`src/rtl/plc_pkg.sv`:
```
`default_nettype none

package plc_pkg;

  // Program shape and channel counts.
  localparam int MAX_ELEMENTS    = 8;
  localparam int INPUT_CHANNELS  = 8;
  localparam int OUTPUT_CHANNELS = 8;

  // Element register slots, index and field widths.
  localparam int SLOTS     = 8;
  localparam int SLOT_W    = $clog2(SLOTS);
  localparam int CFG_IDX_W = 4;
  localparam int ELEM_W    = 15;
  localparam int CHAN_W    = 4;
  localparam int BITS_W    = 8;

  // Only channels that exist both by count and by vector width are usable.
  localparam int IN_LIMIT  = (INPUT_CHANNELS  < BITS_W) ? INPUT_CHANNELS  : BITS_W;
  localparam int OUT_LIMIT = (OUTPUT_CHANNELS < BITS_W) ? OUTPUT_CHANNELS : BITS_W;

  typedef enum logic [1:0] {
    OP_AND = 2'd0,
    OP_OR  = 2'd1,
    OP_NOT = 2'd2,
    OP_RS  = 2'd3
  } op_t;

  typedef struct packed {
    logic              valid;
    op_t               op;
    logic [CHAN_W-1:0] chan_a;
    logic [CHAN_W-1:0] chan_b;
    logic [CHAN_W-1:0] out_chan;
  } elem_t;

  // Level of a numbered input channel; unused channel numbers read low.
  function automatic logic read_chan(input logic [BITS_W-1:0] bits,
                                     input logic [CHAN_W-1:0] ch);
    logic [CHAN_W-1:0] idx;
    idx = ch - CHAN_W'(1);
    if ((ch == '0) || (ch > CHAN_W'(IN_LIMIT))) begin
      return 1'b0;
    end
    return bits[idx[$clog2(BITS_W)-1:0]];
  endfunction

endpackage

`default_nettype wire

```
`src/rtl/plc_logic_scan.sv`:
```
`default_nettype none

// Scans a small relay program of up to eight elements once per item.
// Input channel: in_valid / in_stall carry in_input_bits, the levels of
// input channels 1..8. Result channel: out_valid / out_stall carry
// out_output_bits, the output channel levels after the scan.
// Configuration: cfg_valid / cfg_ready write cfg_data into element
// register cfg_index; indexes above 7 are ignored. cfg_ready is always
// high. Writing an element clears its latch state.
// Each item passes one input register, then the eight-element chain of
// gates feeding the result register. The block takes one item per cycle
// while the receiver does not stall; that chain is the only logic path.
// When the receiver stalls, the result register holds and one more item
// is taken into the input register; after that in_stall rises.
// Synchronous reset clears the pipeline, the output latch, all latch
// states and all element registers.

module plc_logic_scan
  import plc_pkg::*;
(
  input  wire logic                 clk,
  input  wire logic                 rst_n,
  input  wire logic                 in_valid,
  output logic                      in_stall,
  input  wire logic [BITS_W-1:0]    in_input_bits,
  output logic                      out_valid,
  input  wire logic                 out_stall,
  output logic      [BITS_W-1:0]    out_output_bits,
  input  wire logic                 cfg_valid,
  output logic                      cfg_ready,
  input  wire logic [CFG_IDX_W-1:0] cfg_index,
  input  wire logic [ELEM_W-1:0]    cfg_data
);

  elem_t             elem_r [SLOTS];
  logic [SLOTS-1:0]  latch_state_r;
  logic [BITS_W-1:0] output_latch_r;
  logic              s1_valid_r;
  logic [BITS_W-1:0] s1_bits_r;
  logic              out_valid_r;
  logic [BITS_W-1:0] out_bits_r;

  logic              out_free;
  logic              advance;
  logic              take_in;
  logic              cfg_hit;
  logic [BITS_W-1:0] chain [SLOTS+1];
  logic [SLOTS-1:0]  latch_nxt;
  logic [SLOTS-1:0]  latch_state_nxt;

  // Handshake control.
  assign out_free  = ~out_valid_r | ~out_stall;
  assign advance   = s1_valid_r & out_free;
  assign in_stall  = s1_valid_r & ~out_free;
  assign take_in   = in_valid & ~in_stall;
  assign cfg_ready = 1'b1;
  assign cfg_hit   = cfg_valid & cfg_ready & (cfg_index < CFG_IDX_W'(SLOTS));

  assign out_valid       = out_valid_r;
  assign out_output_bits = out_bits_r;

  // Element chain, evaluated in list order.
  assign chain[0] = output_latch_r;
  for (genvar i = 0; i < SLOTS; i++) begin : g_elem
    plc_elem u_elem (
      .enable_i (1'(i < MAX_ELEMENTS)),
      .elem_i   (elem_r[i]),
      .bits_i   (s1_bits_r),
      .latch_i  (latch_state_r[i]),
      .outs_i   (chain[i]),
      .latch_o  (latch_nxt[i]),
      .outs_o   (chain[i+1])
    );
  end

  // Latch states follow each scan and clear when their element is written.
  always_comb begin
    latch_state_nxt = advance ? latch_nxt : latch_state_r;
    if (cfg_hit) begin
      latch_state_nxt[cfg_index[SLOT_W-1:0]] = 1'b0;
    end
  end

  // Pipeline registers.
  always_ff @(posedge clk) begin
    if (!rst_n) begin
      s1_valid_r  <= 1'b0;
      out_valid_r <= 1'b0;
    end else begin
      if (take_in) begin
        s1_valid_r <= 1'b1;
      end else if (advance) begin
        s1_valid_r <= 1'b0;
      end
      if (advance) begin
        out_valid_r <= 1'b1;
      end else if (!out_stall) begin
        out_valid_r <= 1'b0;
      end
    end
  end

  // Payload registers.
  always_ff @(posedge clk) begin
    if (take_in) begin
      s1_bits_r <= in_input_bits;
    end
    if (advance) begin
      out_bits_r <= chain[SLOTS];
    end
  end

  // Program and scan state.
  always_ff @(posedge clk) begin
    if (!rst_n) begin
      output_latch_r <= '0;
      latch_state_r  <= '0;
      for (int i = 0; i < SLOTS; i++) begin
        elem_r[i] <= '0;
      end
    end else begin
      latch_state_r <= latch_state_nxt;
      if (advance) begin
        output_latch_r <= chain[SLOTS];
      end
      if (cfg_hit) begin
        elem_r[cfg_index[SLOT_W-1:0]] <= elem_t'(cfg_data);
      end
    end
  end

  // The result on offer always matches the stored output latch.
  a_result_matches_latch: assert property (@(posedge clk) disable iff (!rst_n)
    out_valid |-> (out_output_bits == output_latch_r))
    else $error("result differs from output latch");

  // An item waiting behind a stalled result is kept.
  a_item_kept: assert property (@(posedge clk) disable iff (!rst_n)
    (s1_valid_r && out_valid_r && out_stall) |=> s1_valid_r)
    else $error("pending item lost under stall");

  // Reset empties the pipeline.
  a_reset_empty: assert property (@(posedge clk)
    !rst_n |=> (!out_valid && !s1_valid_r))
    else $error("pipeline not empty after reset");

endmodule

`default_nettype wire

```
`src/rtl/plc_elem.sv`:
```
`default_nettype none

module plc_elem
  import plc_pkg::*;
(
  input  wire logic              enable_i,
  input  wire elem_t             elem_i,
  input  wire logic [BITS_W-1:0] bits_i,
  input  wire logic              latch_i,
  input  wire logic [BITS_W-1:0] outs_i,
  output logic                   latch_o,
  output logic      [BITS_W-1:0] outs_o
);

  logic              a;
  logic              b;
  logic              r;
  logic [CHAN_W-1:0] oidx;

  // Operand reads.
  assign a    = read_chan(bits_i, elem_i.chan_a);
  assign b    = read_chan(bits_i, elem_i.chan_b);
  assign oidx = elem_i.out_chan - CHAN_W'(1);

  // Gate or latch evaluation; reset dominates on the latch.
  always_comb begin
    latch_o = latch_i;
    r       = 1'b0;
    unique case (elem_i.op)
      OP_AND: r = a & b;
      OP_OR:  r = a | b;
      OP_NOT: r = ~a;
      OP_RS: begin
        if (enable_i && elem_i.valid) begin
          if (b) begin
            latch_o = 1'b0;
          end else if (a) begin
            latch_o = 1'b1;
          end
        end
        r = latch_o;
      end
      default: r = 1'b0;
    endcase
  end

  // Output write; a later element overrides what came before.
  always_comb begin
    outs_o = outs_i;
    if (enable_i && elem_i.valid && (elem_i.out_chan != '0) &&
        (elem_i.out_chan <= CHAN_W'(OUT_LIMIT))) begin
      outs_o[oidx[$clog2(BITS_W)-1:0]] = r;
    end
  end

endmodule

`default_nettype wire
```
`config.mk`:
```
export PLATFORM = sky130hd
export DESIGN_NAME = plc_logic_scan
export DESIGN_NICKNAME = d
export VERILOG_FILES = /design/src/rtl/plc_pkg.sv /design/src/rtl/plc_logic_scan.sv /design/src/rtl/plc_elem.sv
export SDC_FILE = /design/constraint.sdc
export NUM_CORES = 1
export LEC_CHECK = 0
export BUFFER_PORTS_ARGS = -buffer_cell sky130_fd_sc_hd__buf_2
export CORE_MARGIN = 4
export CORE_UTILIZATION = 50
export DETAILED_ROUTE_END_ITERATION = 10
export GPL_ROUTABILITY_DRIVEN = 1
export PLACE_DENSITY_LB_ADDON = 0.12
export SYNTH_ARGS = -nofsm -noshare
export SYNTH_HDL_FRONTEND = slang
export SYNTH_HIERARCHICAL = 1
export SYNTH_SLANG_ARGS = --single-unit
```
`constraint.sdc`:
```
create_clock -name clk -period 11 [get_ports clk]
set_input_delay 0 -clock clk [delete_from_list [all_inputs] [get_ports clk]]
set_output_delay 0 -clock clk [all_outputs]
set_load 0.02 [all_outputs]
```
==> impl_results.md, run 1 <==
- Status: finished clean
- Crit path capture type: flop
- CTS Buf Count: 17
- Final non-filler cell total: 1400
- Sequential share of the synthesized area: 41.85%
- CP startpoint kind: flop
- Gpl congestion: 0.8757
- Final Hold Fails: 0
- Seq pwr share: 45.3%
- Worst Tran Pin Value: 1.030 ns
- FMAX: 212.8 MHz
- Slew Limit Fails: 0
- CP most frequent cell: a31oi_1
- Hold depth: 2
- Buffers on Ports: 41
- Grt total ovfl: 0
- Synthesis-to-layout area growth: 10.97%
- Post-CTS Setup Bufs: 0
- Hold Worst Slack: 0.004614 ns
- Dpl cells: 1357
- Tmin final: 4.700 ns
- Combinational group share of total power: 18.1%
- Crit path buf inv count: 0
- Vias in the first global route: 7436
- CTS max path bufs: 2
- Int Pwr: 1.103 mW
- Drt drc: 0
- Slew margin rel.: 31.10%
- Drt first pass iters: 6
- Post-cts sizing count: 0
- Post-Route Setup TNS: 0 ns
- Drt total wl: 25920 µm
- RSZ-0062 raised after global routing: no
- DRT iter0 DRCs: 764
- # setup viols final: 0
- Die Area: 23630 µm²
- Switching pwr: 0.4485 mW
- Dpl hpwl: 18410 µm
- R2R depth: 22
- Max cap viols: 0
- Post-synthesis cell count: 1047
- Mapped Avg Cell Area: 10.14 µm²
- Vias per cell: 5.735
- Critical Path AT: 5.05 ns
- Max FO, Critical Path: 24
- Synth cell types: 46
- Drt wl/cell: 18.52 µm
- Total clock sinks: 154
- Synthesized cell area: 10620 µm²
- TritonCTS clock tree: done
- Switching Fraction: 28.91%
- Reg-to-reg startpoint: s1_bits_r[3]$_DFFE_PP_
- Reg2reg end: output_latch_r[2]$_SDFFE_PN0N_
- Hold Crit Start: cfg_data[14]
- Final Cycle Share: 42.73%
- # hold bufs at CTS: 11
- PwrDens: 131.7 nW/µm²
- Crit-path cells: mux4_1, mux2i_1, or3_1, and2_1, a311o_2, a31oi_1, nor2_1, a31oi_1, nor2_1, a31oi_1, nor2_1, a31oi_1, nor2_1, a31oi_1, nor2_1, a31oi_1, nor2_1, a31oi_1, nor2_1, a31oi_1, nand2_1, a21boi_0
- Hold WC Path Type: primary input to flop
- Root Driver: clkbuf_16
- Via count: 8029
- Cell Rows: 53
- Worst Hold End: elem_r[5][14]$_SDFFCE_PN0P_
- Max incr delay on CP: 0.85 ns
- Critical path data required time: 11.35 ns
- Most frequent cells in the layout: and2_1, edfxtp_1, nor2_1, nand2_1
- CTS clk-pin slew, worst paths: 0.06 ns
- Antenna cells: 0
- Clock Power Share: 36.7%
- Worst Skew: 0.01135 ns
- Initial antenna violation count: 3
- R2R Setup Slk: 6.30 ns
- Synth Warn #: 6
- Peak supply drop: 0.1183 mV
- First-pass GRT wire length: 40660 µm
- I/O pin count: 43
- Synthesized flop and latch total: 154
- Pleak: 4.411 nW
- Antenna-violating nets left: 0
- WS Path Type: flop to flop
- Layout Nets: 1184
- Top delay family on crit path: compound AO/OA/AOI/OAI gates
- Core Box Area: 20960 µm²
- Async SR Flop Fraction: 0%
- Height of the chip: 153.7 µm
- Slowest library cell on the worst path: edfxtp_1
- Starting density of the core: 50.67%
- Total GRT Usage: 22.18%
- Post-synth EDFFs: 136
- H-tree Lvls: 4
- Clock Latency Late Sink: 0.43 ns
- Ratio of cells with drive above 1 in the final layout: 11.64%
- Die Wd: 153.7 µm
- Largest net degree at the start of global routing: 25
- Primary FF master, synth: edfxtp_1
-- registers in the layout, summed over array words and instances, names as in the netlist --
| name | count |
|---|---|
| elem_r | 120 |
| out_output_bits | 8 |
| output_latch_r | 8 |
| s1_bits_r | 8 |
| out_valid | 1 |
| s1_valid_r | 1 |
| latch_state_r | 8 |
-- cell families (layout without fill, tap and decap cells) --
logic type	after synthesis	in the layout	synth area share, %
xor gates and xnor gates	32	32	2.639
and+or+nand+nor	498	498	24.21
other	1	9	0.03531
buffers and inverters	95	165	4.136
AOI/OAI and AO/OA	147	147	9.308
muxes	80	80	13.10
adders and majority gates	40	40	4.713
DFF	154	154	41.85
-- worst max-delay path by stage --
| stage | from | cells after the start | slack (ns) | to |
|---|---|---|---|---|
| after floorplan | elem_r[0][4]$_SDFFCE_PN0P_ | 25 | 7.38 | output_latch_r[6]$_SDFFE_PN0N_ |
| after global routing | s1_bits_r[2]$_DFFE_PP_ | 22 | 5.96 | output_latch_r[6]$_SDFFE_PN0N_ |
| after CTS | s1_bits_r[3]$_DFFE_PP_ | 22 | 6.37 | output_latch_r[2]$_SDFFE_PN0N_ |
| after global placement | s1_bits_r[2]$_DFFE_PP_ | 22 | 6.46 | output_latch_r[2]$_SDFFE_PN0N_ |
| final | s1_bits_r[3]$_DFFE_PP_ | 22 | 6.30 | output_latch_r[2]$_SDFFE_PN0N_ |
| after detailed placement | s1_bits_r[2]$_DFFE_PP_ | 22 | 6.37 | output_latch_r[2]$_SDFFE_PN0N_ |
-- area by class of cell --
| cell class | count | area [µm²] |
|---|---|---|
| fillers | 1846 | 9171 |
| multi-input cells | 806 | 5776 |
| flip-flops and latches | 154 | 4444 |
| clock buffers | 17 | 425.4 |
| repair buffers | 60 | 375.4 |
| well taps | 275 | 344.1 |
| inverters | 73 | 274.0 |
| clock inverters | 15 | 145.1 |
-- metal layers --
layer	GRT usage (%)	part of all wire, %	vias up	wire [µm]
li1	-	-	3930	-
met1	32.61	46	3805	12040
met4	7.653	2.5	0	652
met2	33.74	45	250	11660
met5	0	0	-	0
met3	3.321	6.1	44	1576
-- cells in the mapped netlist, drive strengths merged, types with 18 or more instances --
cell type | number | area, µm²
a31oi | 72 | 450.4
and2 | 136 | 850.8
dfxtp | 18 | 360.4
edfxtp | 136 | 4084
ha | 40 | 500.5
inv | 72 | 270.3
mux2i | 40 | 430.4
mux4 | 40 | 960.9
nand2 | 81 | 304.0
nand3 | 32 | 160.2
nor2 | 134 | 510.5
nor2b | 26 | 162.7
nor3 | 50 | 266.5
-- power groups by stage --
stage | sequential, mW | clock (mW) | combinational, mW
2_1_floorplan | 0.706 | 0 | 0.205
3_3_place_gp | 0.714 | 0 | 0.272
3_5_place_dp | 0.715 | 0 | 0.274
4_1_cts | 0.702 | 0.579 | 0.279
5_1_grt | 0.708 | 0.609 | 0.309
6_report | 0.702 | 0.569 | 0.280
-- per-stage QoR --
stage                     power, mW  utilization [%]  area (µm²)  worst slack, ns
after global placement       0.9860            52.99       11100            6.461
final                         1.551            56.23       11780            6.300
after global routing          1.626            56.23       11780            5.964
after CTS                     1.561            56.23       11780            6.365
after detailed placement     0.9896            52.99       11100            6.368
after floorplan              0.9112                -       10650            7.380
-- worst reg2reg max path: stages, from the launching register on --
cell	delay, ns
edfxtp_1	0.85
mux4_1	0.36
mux2i_1	0.07
or3_1	0.34
and2_1	0.19
a311o_2	0.40
a31oi_1	0.24
nor2_1	0.08
a31oi_1	0.18
nor2_1	0.07
a31oi_1	0.21
nor2_1	0.08
a31oi_1	0.20
nor2_1	0.07
a31oi_1	0.20
nor2_1	0.07
a31oi_1	0.19
nor2_1	0.07
a31oi_1	0.16
nor2_1	0.06
a31oi_1	0.24
nand2_1	0.10
a21boi_0	0.19
Power figures use the tool's default switching activity.
==> inputs of run 2 (changes only) <==
==> constraint.sdc (replaced) <==
create_clock -name clk -period 3.8 [get_ports clk]
set_input_delay 0 -clock clk [delete_from_list [all_inputs] [get_ports clk]]
set_output_delay 0 -clock clk [all_outputs]
set_load 0.02 [all_outputs]
==> impl_results.md, run 2 (synthesized netlist as in run 1, its figures left out) <==
- DRT iter0 DRCs: 609 (was 764)
- Drt total wl: 25830 µm (was 25920 µm)
- Hold Worst Slack: 0.01069 ns (was 0.004614 ns)
- PwrDens: 362.2 nW/µm² (was 131.7 nW/µm²)
- Worst Skew: 0.01154 ns (was 0.01135 ns)
- Final Cycle Share: 111.6% (was 42.73%)
- Fillers: 1843 (was 1846)
- Initial antenna violation count: 0 (was 3)
- Post-route setup slack: -0.4395 ns (was 6.300 ns)
- Core Box Area: 20960 µm² (unchanged)
- WS Path Type: flop to flop (unchanged)
- Synthesis-to-layout area growth: 17.78% (was 10.97%)
- Dpl cells: 1424 (was 1357)
- Design area: 12510 µm² (was 11780 µm²)
- Critical path data required time: 4.16 ns (was 11.35 ns)
- Drt wl/cell: 17.48 µm (was 18.52 µm)
- Max cap viols: 0 (unchanged)
- Buffers on Ports: 41 (unchanged)
- CP startpoint kind: flop (unchanged)
- Largest net degree at the start of global routing: 21 (was 25)
- Starting density of the core: 50.67% (unchanged)
- Clock Latency Late Sink: 0.43 ns (about the same)
- CTS Buf Count: 17 (unchanged)
- Final Hold Fails: 0 (unchanged)
- I/O pin count: 43 (unchanged)
- Worst Tran Pin Value: 0.9788 ns (was 1.030 ns)
- Failing checks: negative setup slack
- Commonest non-fill, non-tap cell in the layout: edfxtp_1
- Critical Path AT: 4.60 ns (was 5.05 ns)
- Gpl congestion: 0.9737 (was 0.8757)
- Hold WC Path Type: primary input to flop (unchanged)
- H-tree Lvls: 4 (unchanged)
- Vias in the first global route: 7922 (was 7436)
- Final non-filler cell total: 1478 (was 1400)
- # setup viols final: 16 (was 0)
- Cell Rows: 53 (unchanged)
- Multi-input logic area: 5913 µm² (was 5776 µm²)
- Die Wd: 153.7 µm (unchanged)
- Antenna cells: 0 (unchanged)
- Setup WS pre-CTS: -0.5846 ns (was 6.368 ns)
- Crit path capture type: flop (unchanged)
- Drt drc: 0 (unchanged)
- Die Area: 23630 µm² (unchanged)
- Peak supply drop: 0.3249 mV (was 0.1183 mV)
- FMAX: 235.9 MHz (was 212.8 MHz)
- Most frequent cells in the layout: edfxtp_1, and2_1, nor2_1, nand2_1, buf_4 (was and2_1, edfxtp_1, nor2_1, nand2_1)
- Hold depth: 2 (unchanged)
- Flip-flop count of the largest register after layout: 120 (unchanged)
- TritonCTS clock tree: done (unchanged)
- Status: complete, but fails checks (was finished clean)
- CTS clk-pin slew, worst paths: 0.07 ns (was 0.06 ns)
- CTS max path bufs: 2 (unchanged)
- Vias per cell: 5.543 (was 5.735)
- Biggest register: elem_r (unchanged)
- Slew Limit Fails: 0 (unchanged)
- Slew margin rel.: 34.62% (was 31.10%)
- RSZ-0062 raised after global routing: yes (was no)
- Antenna-violating nets left: 0 (unchanged)
- Placed cell areas: 11620 µm² (was 11100 µm²)
- Max FO, Critical Path: 4 (was 24)
- Dpl hpwl: 18970 µm (was 18410 µm)
- Total GRT Usage: 22.05% (was 22.18%)
- Drt first pass iters: 5 (was 6)
- Via count: 8193 (was 8029)
- First-pass GRT wire length: 40990 µm (was 40660 µm)
- Grt total ovfl: 0 (unchanged)
- Layout Nets: 1262 (was 1184)
- Register area: 4444 µm² (unchanged)
- Final core utilization: 59.68% (was 56.23%)
- Height of the chip: 153.7 µm (unchanged)
- Tmin final: 4.240 ns (was 4.700 ns)
- Total clock sinks: 154 (unchanged)
- Pleak: 4.798 nW (was 4.411 nW)
- R2R depth: 24 (was 22)
- Ratio of cells with drive above 1 in the final layout: 18.79% (was 11.64%)
- Root Driver: clkbuf_16 (unchanged)
[run 2: cell count changes in the layout (fill, tap and decap cells not counted), moves of 3 or more]
cell,previous run,this run
a21boi_1,0,8
clkinv_4,5,2
a21boi_0,8,0
a31oi_1,72,63
a31oi_4,0,4
a31oi_2,0,5
buf_4,8,80
buf_6,0,4
clkbuf_1,0,3
[run 2: cell type report]
class	instances	area share (%)
well taps	275	2.751
clock inverters	12	0.8303
flip-flops and latches	154	35.53
inverters	73	2.191
multi-input cells	806	47.28
clock buffers	20	3.491
repair buffers	138	7.923
[run 2: timing repair]
item                                    4_1_cts  5_1_grt
pin swaps                                    24       27
endpoints found under the hold margin        14        0
cloned                                        0        0
buffers inserted                              9        3
endpoints found under the setup margin       16       16
resized for setup                            24       15
hold buffers                                 12        0
[run 2: path summary, 6_finish.rpt]
check	start	end	slack, ns
min	cfg_data[4]	elem_r[1][4]$_SDFFCE_PN0P_	0.01
max reg2reg	elem_r[0][4]$_SDFFCE_PN0P_	output_latch_r[7]$_SDFFE_PN0N_	-0.44
min reg2reg	output_latch_r[2]$_SDFFE_PN0N_	output_latch_r[2]$_SDFFE_PN0N_	0.45
max	elem_r[0][4]$_SDFFCE_PN0P_	output_latch_r[7]$_SDFFE_PN0N_	-0.44
[run 2: layer usage]
metal / GRT usage [%] / part of all wire (%)
met5: 0 / 0
met4: 5.046 / 1.6
met3: 3.434 / 3.8
met2: 38.92 / 50
met1: 28.75 / 44
[run 2: metrics by stage]
stage / setup TNS [ns] / power, mW
floorplan: 0 / 2.638
global placement: -4.354 / 2.920
detailed placement: -5.300 / 2.932
CTS: -5.075 / 4.527
global route: -10.22 / 4.733
finish: -5.898 / 4.530
[run 2: report_power, final]
group	switching (mW)	leakage, nW	internal (mW)	total (mW)
Clock	0.683	0.249	0.895	1.58
Combinational	0.523	3.10	0.426	0.949
Sequential	0.0624	1.45	1.94	2.00
[run 2: critical path, cell delays in order, from the launching register on]
cell,delay [ns]
edfxtp_1,0.43
buf_6,0.16
mux4_2,0.31
mux2i_1,0.07
or3_4,0.40
and2_4,0.17
a311o_2,0.35
buf_6,0.15
a31oi_4,0.13
nor2_1,0.06
a31oi_1,0.17
nor2_1,0.06
a31oi_1,0.18
nor2_1,0.06
a31oi_1,0.20
nor2_1,0.06
a31oi_1,0.14
nor2_1,0.06
a31oi_1,0.24
nor2_1,0.09
a31oi_1,0.15
nor2_1,0.06
a31oi_1,0.23
nand2_1,0.12
a21boi_1,0.12
